[config.mk]
export PLATFORM = sky130hd
export DESIGN_NAME = lbpu_out_skid
export DESIGN_NICKNAME = d
export VERILOG_FILES = /design/src/hdl/lbpu_pkg.sv /design/src/hdl/lbpu_out_skid.sv
export SDC_FILE = /design/constraint.sdc
export NUM_CORES = 1
export LEC_CHECK = 0
export ABC_AREA = 1
export BUFFER_PORTS_ARGS = -buffer_cell sky130_fd_sc_hd__buf_2
export CAP_MARGIN = 20
export CORE_MARGIN = 4
export CORE_UTILIZATION = 52
export DETAILED_ROUTE_END_ITERATION = 10
export GPL_ROUTABILITY_DRIVEN = 0
export PLACE_DENSITY = 0.84
export RECOVER_POWER = 25
export SLEW_MARGIN = 15
export SYNTH_ARGS = -nofsm -noshare
export SYNTH_HDL_FRONTEND = slang
export SYNTH_SLANG_ARGS = --single-unit
[constraint.sdc]
create_clock -name i_clk -period 6.15 [get_ports i_clk]
set_clock_uncertainty 0.15 [all_clocks]
set_input_delay 0.9225 -clock i_clk [delete_from_list [all_inputs] [get_ports i_clk]]
set_output_delay 0.9225 -clock i_clk [all_outputs]
set_load 0.01 [all_outputs]
[src/hdl/lbpu_pkg.sv]
`timescale 1ns / 1ps

package lbpu_pkg;

    localparam int unsigned DATA_W  = 32;
    localparam int unsigned PTR_W   = 11;
    localparam int unsigned CNT_W   = 6;
    localparam int unsigned CFG_IDX_W = 1;

    localparam logic [DATA_W-1:0] REFILL_SENTINEL = 32'h8000_0000;
    localparam logic [CNT_W-1:0]  FULL_BITS       = 6'd32;
    localparam logic [PTR_W-1:0]  BUFFER_WORDS_RST = 11'd1024;

    localparam logic [CFG_IDX_W-1:0] CFG_MODE         = 1'b0;
    localparam logic [CFG_IDX_W-1:0] CFG_BUFFER_WORDS = 1'b1;

    localparam logic MODE_READ  = 1'b0;
    localparam logic MODE_WRITE = 1'b1;

    typedef enum logic [1:0] {
        CMD_OPEN  = 2'd0,
        CMD_WRITE = 2'd1,
        CMD_READ  = 2'd2,
        CMD_CLOSE = 2'd3
    } t_cmd;

    typedef struct packed {
        logic [DATA_W-1:0] read_value;
        logic              word_valid;
        logic [DATA_W-1:0] word_out;
        logic [PTR_W-1:0]  word_index;
        logic              overflow;
        logic              past_end;
    } t_result;

    function automatic logic [DATA_W-1:0] f_low_mask(input logic [CNT_W-1:0] n);
        logic [DATA_W:0] t;
        t = ({{DATA_W{1'b0}}, 1'b1} << n) - {{DATA_W{1'b0}}, 1'b1};
        return t[DATA_W-1:0];
    endfunction

endpackage

[src/hdl/lbpu_out_skid.sv]
`timescale 1ns / 1ps

module lbpu_out_skid
    import lbpu_pkg::*;
(
    input  logic    i_clk,
    input  logic    i_rst_n,
    input  logic    i_valid,
    output logic    o_stall,
    input  t_result i_data,
    output logic    o_valid,
    input  logic    i_stall,
    output t_result o_data
);

    logic    r_out_valid;
    logic    r_skid_valid;
    t_result r_out;
    t_result r_skid;
    logic    w_accept;
    logic    w_out_free;

    assign o_stall    = r_skid_valid;
    assign w_accept   = i_valid && !r_skid_valid;
    assign w_out_free = !r_out_valid || !i_stall;
    assign o_valid    = r_out_valid;
    assign o_data     = r_out;

    always_ff @(posedge i_clk) begin
        if (!i_rst_n) begin
            r_out_valid  <= 1'b0;
            r_skid_valid <= 1'b0;
        end else if (w_out_free) begin
            if (r_skid_valid) begin
                r_out_valid  <= 1'b1;
                r_skid_valid <= 1'b0;
            end else begin
                r_out_valid <= w_accept;
            end
        end else if (w_accept) begin
            r_skid_valid <= 1'b1;
        end
    end

    always_ff @(posedge i_clk) begin
        if (w_out_free) begin
            if (r_skid_valid) begin
                r_out <= r_skid;
            end else if (w_accept) begin
                r_out <= i_data;
            end
        end else if (w_accept) begin
            r_skid <= i_data;
        end
    end

    a_skid_needs_out: assert property (@(posedge i_clk) disable iff (!i_rst_n)
        r_skid_valid |-> r_out_valid)
        else $error("skid entry held without output entry");

    a_skid_fills_on_stall: assert property (@(posedge i_clk) disable iff (!i_rst_n)
        (w_accept && r_out_valid && i_stall) |=> r_skid_valid)
        else $error("transaction lost while output stalled");

    a_skid_drains: assert property (@(posedge i_clk) disable iff (!i_rst_n)
        (r_skid_valid && !i_stall) |=> !r_skid_valid)
        else $error("skid entry not drained");

endmodule

## Word level (Yosys, flattened, before mapping)

Cells that the tools add are included.

| word-level totals | value |
|---|---|
| bits of input ports | 82 |
| output and inout bits | 80 |
| flip-flop bits (word level) | 158 |
| logic and storage cells | 28 |

| operators by class | value |
|---|---|
| multiplexer cells | 3 |
| reduce and logical (&&, ||, !) cells | 9 |
| bitwise logic cells | 2 |

Operators by type and width:

| cell | number |
|---|---|
| $mux 78 | 2 |
| $reduce_and 2->1 | 2 |
| $logic_not 1->1 | 3 |
| $not 1->1 | 2 |
| $reduce_bool 2->1 | 1 |
| $reduce_or 2->1 | 1 |
| $logic_and 1x1->1 | 1 |
| $logic_or 1x1->1 | 1 |
| $mux 1 | 1 |

## Longest topological paths before layout

Gate-level depths: netlist of the first run.

| depth | value |
|---|---|
| depth in word-level cells | 4 |
| gate-level depth with buffers | 4 |
| gate-level depth less buffers | 2 |

## Worst setup path after synthesis of the first run

Ideal clock, no wire load.

| timing path | value |
|---|---|
| path kind | input -> register |
| from | input port i_valid |
| to | register r_out, in the netlist o_data[0], enable pin |
| cell stages on the path | 2 |
| setup slack | 712 ps |
| arrival | 4748 ps |
| required time | 5460 ps |
| setup time | 540 ps |
| buffers on the path | 0 |
| cells stage by stage | nor2_1 -> a21oi_1 |

| on the way | value |
|---|---|
| word-level cells in the longest chain between the ends | 3 |

Ends and longest elaborated chain:

| element | RTL line | source |
|---|---|---|
| start, declared | lbpu_out_skid.sv:8 | `input logic i_valid,` |
| $logic_and 1x1->1 | lbpu_out_skid.sv:24 | `assign w_accept = i_valid && !r_skid_valid;` |
| $reduce_bool 2->1 (no line) | n/a |  |
| $reduce_and 2->1 (no line) | n/a |  |
| end signal, assigned | lbpu_out_skid.sv:48 | `r_out <= r_skid;` |
| end signal, assigned | lbpu_out_skid.sv:50 | `r_out <= i_data;` |
| end, declared | lbpu_out_skid.sv:18 | `t_result r_out;` |

Every way passes these cells.
A chain may end at the register's enable or synchronous reset.

## Worst setup path after layout of the first run

| timing path | value |
|---|---|
| from | register r_skid_valid, in the netlist o_stall |
| to | output port o_stall |

RTL lines:

| element | RTL line | source |
|---|---|---|
| start, declared | lbpu_out_skid.sv:17 | `logic r_skid_valid;` |
| start signal, assigned | lbpu_out_skid.sv:32 | `r_skid_valid <= 1'b0;` |
| start signal, assigned | lbpu_out_skid.sv:36 | `r_skid_valid <= 1'b0;` |
| start signal, assigned | lbpu_out_skid.sv:41 | `r_skid_valid <= 1'b1;` |
| end, declared | lbpu_out_skid.sv:9 | `output logic o_stall,` |

No word-level cell between the ends.

==> flow_metrics.py, run 1 <==
metrics = {
    "placement": {
        "port_buffers": 161,
        "dp_hpwl_mm": 7.05,
        "place_ws_ns": 2.96,
    },
    "hold_path": {
        "hold_path_depth": 2,
        "min_to": "o_data[62]",
        "hold_path_class": "reg2reg",
        "min_from": "r_skid[62]",
    },
    "outcome": {
        "violations": "capacitance limit, slew limit",
        "status": "complete, but fails checks",
    },
    "global_routing": {
        "grt_remaining_overflow": 0,
        "grt_pass1_wl_mm": 16.6,
        "antenna_found_initial": 1,
        "grt_max_degree": 85,
        "grt_pass1_vias": 3449,
        "grt_usage_pct": 16.8,
    },
    "floorplan": {
        "die-area_um2": 13100,
        "fp.dieW_um": 115,
        "coreArea_um2": 11000,
        "num_rows": 38,
        "die_h_um": 115,
        "ios": 162,
        "start_util_pct": 53.7,
    },
    "clocking": {
        "post_cts_resized": 0,
        "clock_sinks": 158,
        "clk_pin_slew_ns": 0.06,
        "tritoncts": "built",
        "clockRootBuffer": "clkbuf_16",
        "cts-buffers-inserted": 17,
        "post_cts.repair.setup_buffers": 0,
        "cts_buffer_depth": 2,
        "cts-htree-levels": 4,
        "clock_latency_ns": 0.41,
        "cts_hold_buf": 0,
    },
    "sta": {
        "hold_viol": 0,
        "worstMarginPinSlew_ns": 2.12,
        "setup_ws_ns": 1.83,
        "drv_slew": 78,
        "timing.fmax_mhz": 231,
        "tns_ns": 0,
        "post-route-period-util_pct": 70.3,
        "finalCriticalPeriod_ns": 4.32,
        "finalSetupViolCount": 0,
        "rsz0062_at_grt": "false",
        "slew_headroom_pct": -41.7,
    },
    "worst_setup_path": {
        "critical_path.top_delay_family": "flip-flops",
        "r2r_slack_ns": 1.94,
        "arrival_ns": 3.25,
        "r2r_start": "o_stall",
        "critical_path_required_ns": 5.08,
        "reg2reg_depth": 3,
        "path_cells": "buf_4 > buf_2",
        "worst-setup-path-type": "reg2out",
        "end_kind": "output pin",
        "cp_max_fo": 84,
        "timing.rr.end": "o_data[0]",
        "slowest_delay_ns": 1.75,
        "cp-start-kind": "flop",
        "crit_slowest_cell": "dfxtp_1",
        "critPathBufInv": 2,
    },
    "route": {
        "dr.first_iter.drc_count": 217,
        "num_vias": 3511,
        "first_pass_iters": 4,
        "vias_per_cell": 4.80,
        "wirelength_mm": 10.7,
        "wire_per_inst_um": 14.6,
        "drc": 0,
        "antenna_left": 0,
    },
    "synthesis": {
        "synth_area_um2": 5900,
        "synthCells": 417,
        "yosysWarnings": 0,
        "avgSynthCellArea_um2": 14.1,
        "yosysSeqAreaShare_pct": 80.1,
        "ys_ff_latch": 158,
        "synth_fp_nets": 499,
        "ys_types": 12,
    },
    "power": {
        "cellLeakagePower_nw": 2.83,
        "power_density_nw_per_um2": 332,
        "peakVddDrop_mv": 0.187,
    },
    "run": {
        "cap_violations": 1,
    },
    "final_layout": {
        "final_nets": 665,
        "utilization_pct": 65.9,
        "drive_gt1_share_pct": 23.0,
        "diodes": 0,
        "layout_commonest_cell": "edfxtp_1",
        "final_cell_mix": "156 x edfxtp_1, 106 x buf_2, 79 x nand2_1, 79 x o21ai_0, 78 x inv_1",
        "syn2layout_area_growth_pct": 22.8,
    },
}
==> routing by layer <==
| metal | track usage [%] | vias up | part of all wire, % |
|---|---|---|---|
| li1 | - | 1742 | - |
| met1 | 20.8 | 1601 | 41 |
| met2 | 26.0 | 152 | 47 |
| met3 | 7.56 | 14 | 10 |
| met4 | 6.33 | 2 | 1.2 |
| met5 | 0 | - | 0.12 |
==> through the flow <==
| stage | instances | hold WS (ns) | instance area (µm²) | power, mW |
|---|---|---|---|---|
| final | 732 | 0.373 | 7240 | 2.40 |
| after global placement | 704 | 0.353 | 6760 | 1.43 |
| after global routing | 732 | 0.390 | 7240 | 2.49 |
| after detailed placement | 704 | 0.361 | 6760 | 1.44 |
| after CTS | 732 | 0.375 | 7320 | 2.43 |
| after floorplan | 417 | 0.350 | 5900 | 1.36 |
==> cells in the mapped netlist <==
library cell    n  area (µm²)
clkbuf_4        3        22.5
buf_4           2        15.0
dfxtp_1         2        40.0
nand3_1         2        10.0
nand2_1        79         297
a21oi_1         1        5.00
clkbuf_8        8         110
nor2_1          3        11.3
inv_1          78         293
clkbuf_1        4        15.0
edfxtp_1      156        4680
o21ai_0        79         395
==> cell families (layout without fill, tap and decap cells) <==
logic type / Yosys count / in the layout / synth area share [%]
compound gates: 80 / 80 / 6.79
buf+inv: 95 / 270 / 7.72
flops: 158 / 158 / 80.1
simple gates: 84 / 84 / 5.39
==> worst register-to-register path, delay by kind of cell (launching register included) <==
| kind | cells | cell delay (ns) |
|---|---|---|
| flip-flops | 1 | 1.75 |
| AO/OA/AOI/OAI | 1 | 0.92 |
| buffers and inverters | 1 | 0.67 |
| AND/OR/NAND/NOR | 1 | 0.34 |
==> how the worst max path moves through the flow <==
stage	startpoint	endpoint	slack, ns	depth (start not counted)
2_1_floorplan	i_valid	o_data[0]	0.71	2
3_3_place_gp	i_valid	o_data[65]	3.06	4
3_5_place_dp	i_valid	o_data[72]	2.96	4
4_1_cts	o_stall	o_stall	2.92	2
5_1_grt	o_stall	o_stall	1.49	2
6_report	o_stall	o_stall	1.83	2
==> where the power goes <==
part | switching [mW] | internal, mW | leakage [nW]
Sequential | 0.0175 | 1.25 | 1.48
Combinational | 0.0898 | 0.0514 | 1.08
Clock | 0.372 | 0.622 | 0.272
==> state kept, by name, summed over array words and instances (netlist names) <==
| register | flops |
|---|---|
| o_data | 78 |
| r_skid | 78 |
| o_stall | 1 |
| o_valid | 1 |
==> layout make-up <==
type	instances	area [µm²]
Sequential cell	158	4720
Fill cell	820	3740
Timing Repair Buffer	164	759
Multi-Input combinational cell	164	737
Clock buffer	18	429
Inverter	78	293
Tap cell	140	175
Clock inverter	10	125
Power figures use the tool's default switching activity.
==> run 2: changes to the inputs <==
CORE_UTILIZATION = 47   (was 52)
PLACE_DENSITY = 0.81   (was 0.84)
clock period = 3.5 ns   (was 6.15 ns; I/O delays follow)
==> run 2 against run 1 <==
The run now ends clean. Die area grew 9.9%. Sequential cell count unchanged. Power increased by 67%. Combinational power rose by 78%. Clock power is 55% higher. Hold slack lost 0.22 ns. Count of clock-buffer cells in the layout up 2. Critical path depth is 1 lower. Register-to-register slack got worse by 1.1 ns. Final cell count up 4.2%. Sequential share of layout area rose by 0.062 points. Critical endpoint unchanged. Largest power group unchanged. Highest routed layer is now met4.
==> flow_metrics.py, run 2 (synthesis results as in run 1) <==
metrics = {
    "outcome": {
        "status": "complete, no violations",
    },
    "sta": {
        "timing.fmax_mhz": 371,
        "finalCriticalPeriod_ns": 2.70,
        "rsz0062_at_grt": "false",
        "hold_viol": 0,
        "post-route-period-util_pct": 77.0,
        "slew_headroom_pct": 5.17,
        "finalSetupViolCount": 0,
        "whs_ns": 0.151,
        "drv_slew": 0,
        "worstMarginPinSlew_ns": 1.42,
        "tns_ns": 0,
    },
    "clocking": {
        "tritoncts": "built",
        "cts-htree-levels": 4,
        "post_cts.repair.setup_buffers": 0,
        "cts_buffer_depth": 2,
        "cts-buffers-inserted": 17,
        "post_cts_resized": 0,
        "clockRootBuffer": "clkbuf_16",
        "clock_sinks": 158,
        "clock_latency_ns": 0.41,
        "cts_hold_buf": 0,
        "clk_pin_slew_ns": 0.06,
    },
    "floorplan": {
        "coreArea_um2": 12200,
        "start_util_pct": 48.5,
        "ios": 162,
        "die-area_um2": 14400,
        "fp.dieW_um": 120,
        "num_rows": 40,
        "die_h_um": 120,
    },
    "worst_setup_path": {
        "end_kind": "output pin",
        "cp-start-kind": "flop",
        "crit_slowest_cell": "dfxtp_2",
        "critical_path.top_delay_family": "flip-flops",
        "slowest_delay_ns": 1.27,
        "path_cells": "buf_2",
        "cp_max_fo": 94,
        "worst-setup-path-type": "reg2out",
        "critical_path_required_ns": 2.82,
        "arrival_ns": 2.02,
        "critPathBufInv": 1,
    },
    "power": {
        "cellLeakagePower_nw": 2.83,
        "peakVddDrop_mv": 0.303,
        "power_density_nw_per_um2": 556,
    },
    "global_routing": {
        "grt_pass1_vias": 3394,
        "grt_usage_pct": 15.0,
        "grt_remaining_overflow": 0,
        "antenna_found_initial": 0,
        "grt_pass1_wl_mm": 16.5,
        "grt_max_degree": 95,
    },
    "final_layout": {
        "diodes": 0,
        "final_nets": 666,
        "syn2layout_area_growth_pct": 22.7,
        "multi_input_area_um2": 737,
        "fill_cells": 959,
        "stdcell_count": 763,
        "final_cell_mix": "156 x edfxtp_1, 110 x buf_2, 79 x nand2_1, 79 x o21ai_0, 78 x inv_1",
        "seq_area_um2": 4730,
        "utilization_pct": 59.5,
        "layout_commonest_cell": "edfxtp_1",
        "drive_gt1_share_pct": 24.0,
    },
    "route": {
        "drc": 0,
        "vias_per_cell": 4.56,
        "antenna_left": 0,
        "first_pass_iters": 5,
        "wirelength_mm": 10.7,
        "num_vias": 3476,
        "wire_per_inst_um": 14.0,
        "dr.first_iter.drc_count": 271,
    },
    "run": {
        "cap_violations": 0,
    },
    "placement": {
        "dp_hpwl_mm": 7.22,
        "port_buffers": 161,
        "place_inst": 733,
    },
    "hold_path": {
        "hold_path_class": "in2reg",
    },
}
## run 2: cell types whose count changed in the layout (fill, tap and decap cells not counted)
cell and change:
buf_2 +4, clkinv_2 +4, bufinv_16 -3, clkbuf_1 -2
buf_12 +1, clkinv_1 -1, dfxtp_1 -1, dfxtp_2 +1
## run 2: area by class of cell
cell class,instances,area share (%)
clock buffer,20,6.03
clock inverter,10,0.709
inverter,78,4.04
multi-input combinational,164,10.2
sequential,158,65.3
tap,168,2.90
timing repair buffer,165,10.8
## run 2: per-layer routing
| metal | up-vias | track usage (%) | wire (µm) |
|---|---|---|---|
| met5 | - | 0 | 0 |
| met4 | 0 | 7.16 | 213 |
| met3 | 20 | 5.18 | 827 |
| met2 | 141 | 24.6 | 5190 |
| met1 | 1566 | 17.9 | 4440 |
| li1 | 1749 | - | - |
## run 2: worst paths after layout
path | from | endpoint | slack (ns) | depth (start not counted)
min | i_data[75] | r_skid[75] | 0.15 | 1
min reg2reg | r_skid[57] | o_data[57] | 0.37 | 2
max | o_stall | o_stall | 0.80 | 1
max reg2reg | o_stall | o_data[60] | 0.82 | 3
## run 2: report_power, final
part	internal (mW)	leakage [nW]	switching, mW
registers	2.20	1.48	0.0308
clock network	0.882	0.246	0.662
logic	0.0937	1.10	0.158
## run 2: through the flow
| step | area [µm²] | setup slack [ns] | power, mW |
|---|---|---|---|
| after global placement | 6820 | 1.37 | 2.51 |
| final | 7240 | 0.805 | 4.02 |
| after CTS | 7300 | 1.23 | 4.07 |
| after floorplan | 5900 | 0.101 | 2.38 |
| after global routing | 7240 | 0.644 | 4.18 |
| after detailed placement | 6820 | 1.31 | 2.53 |
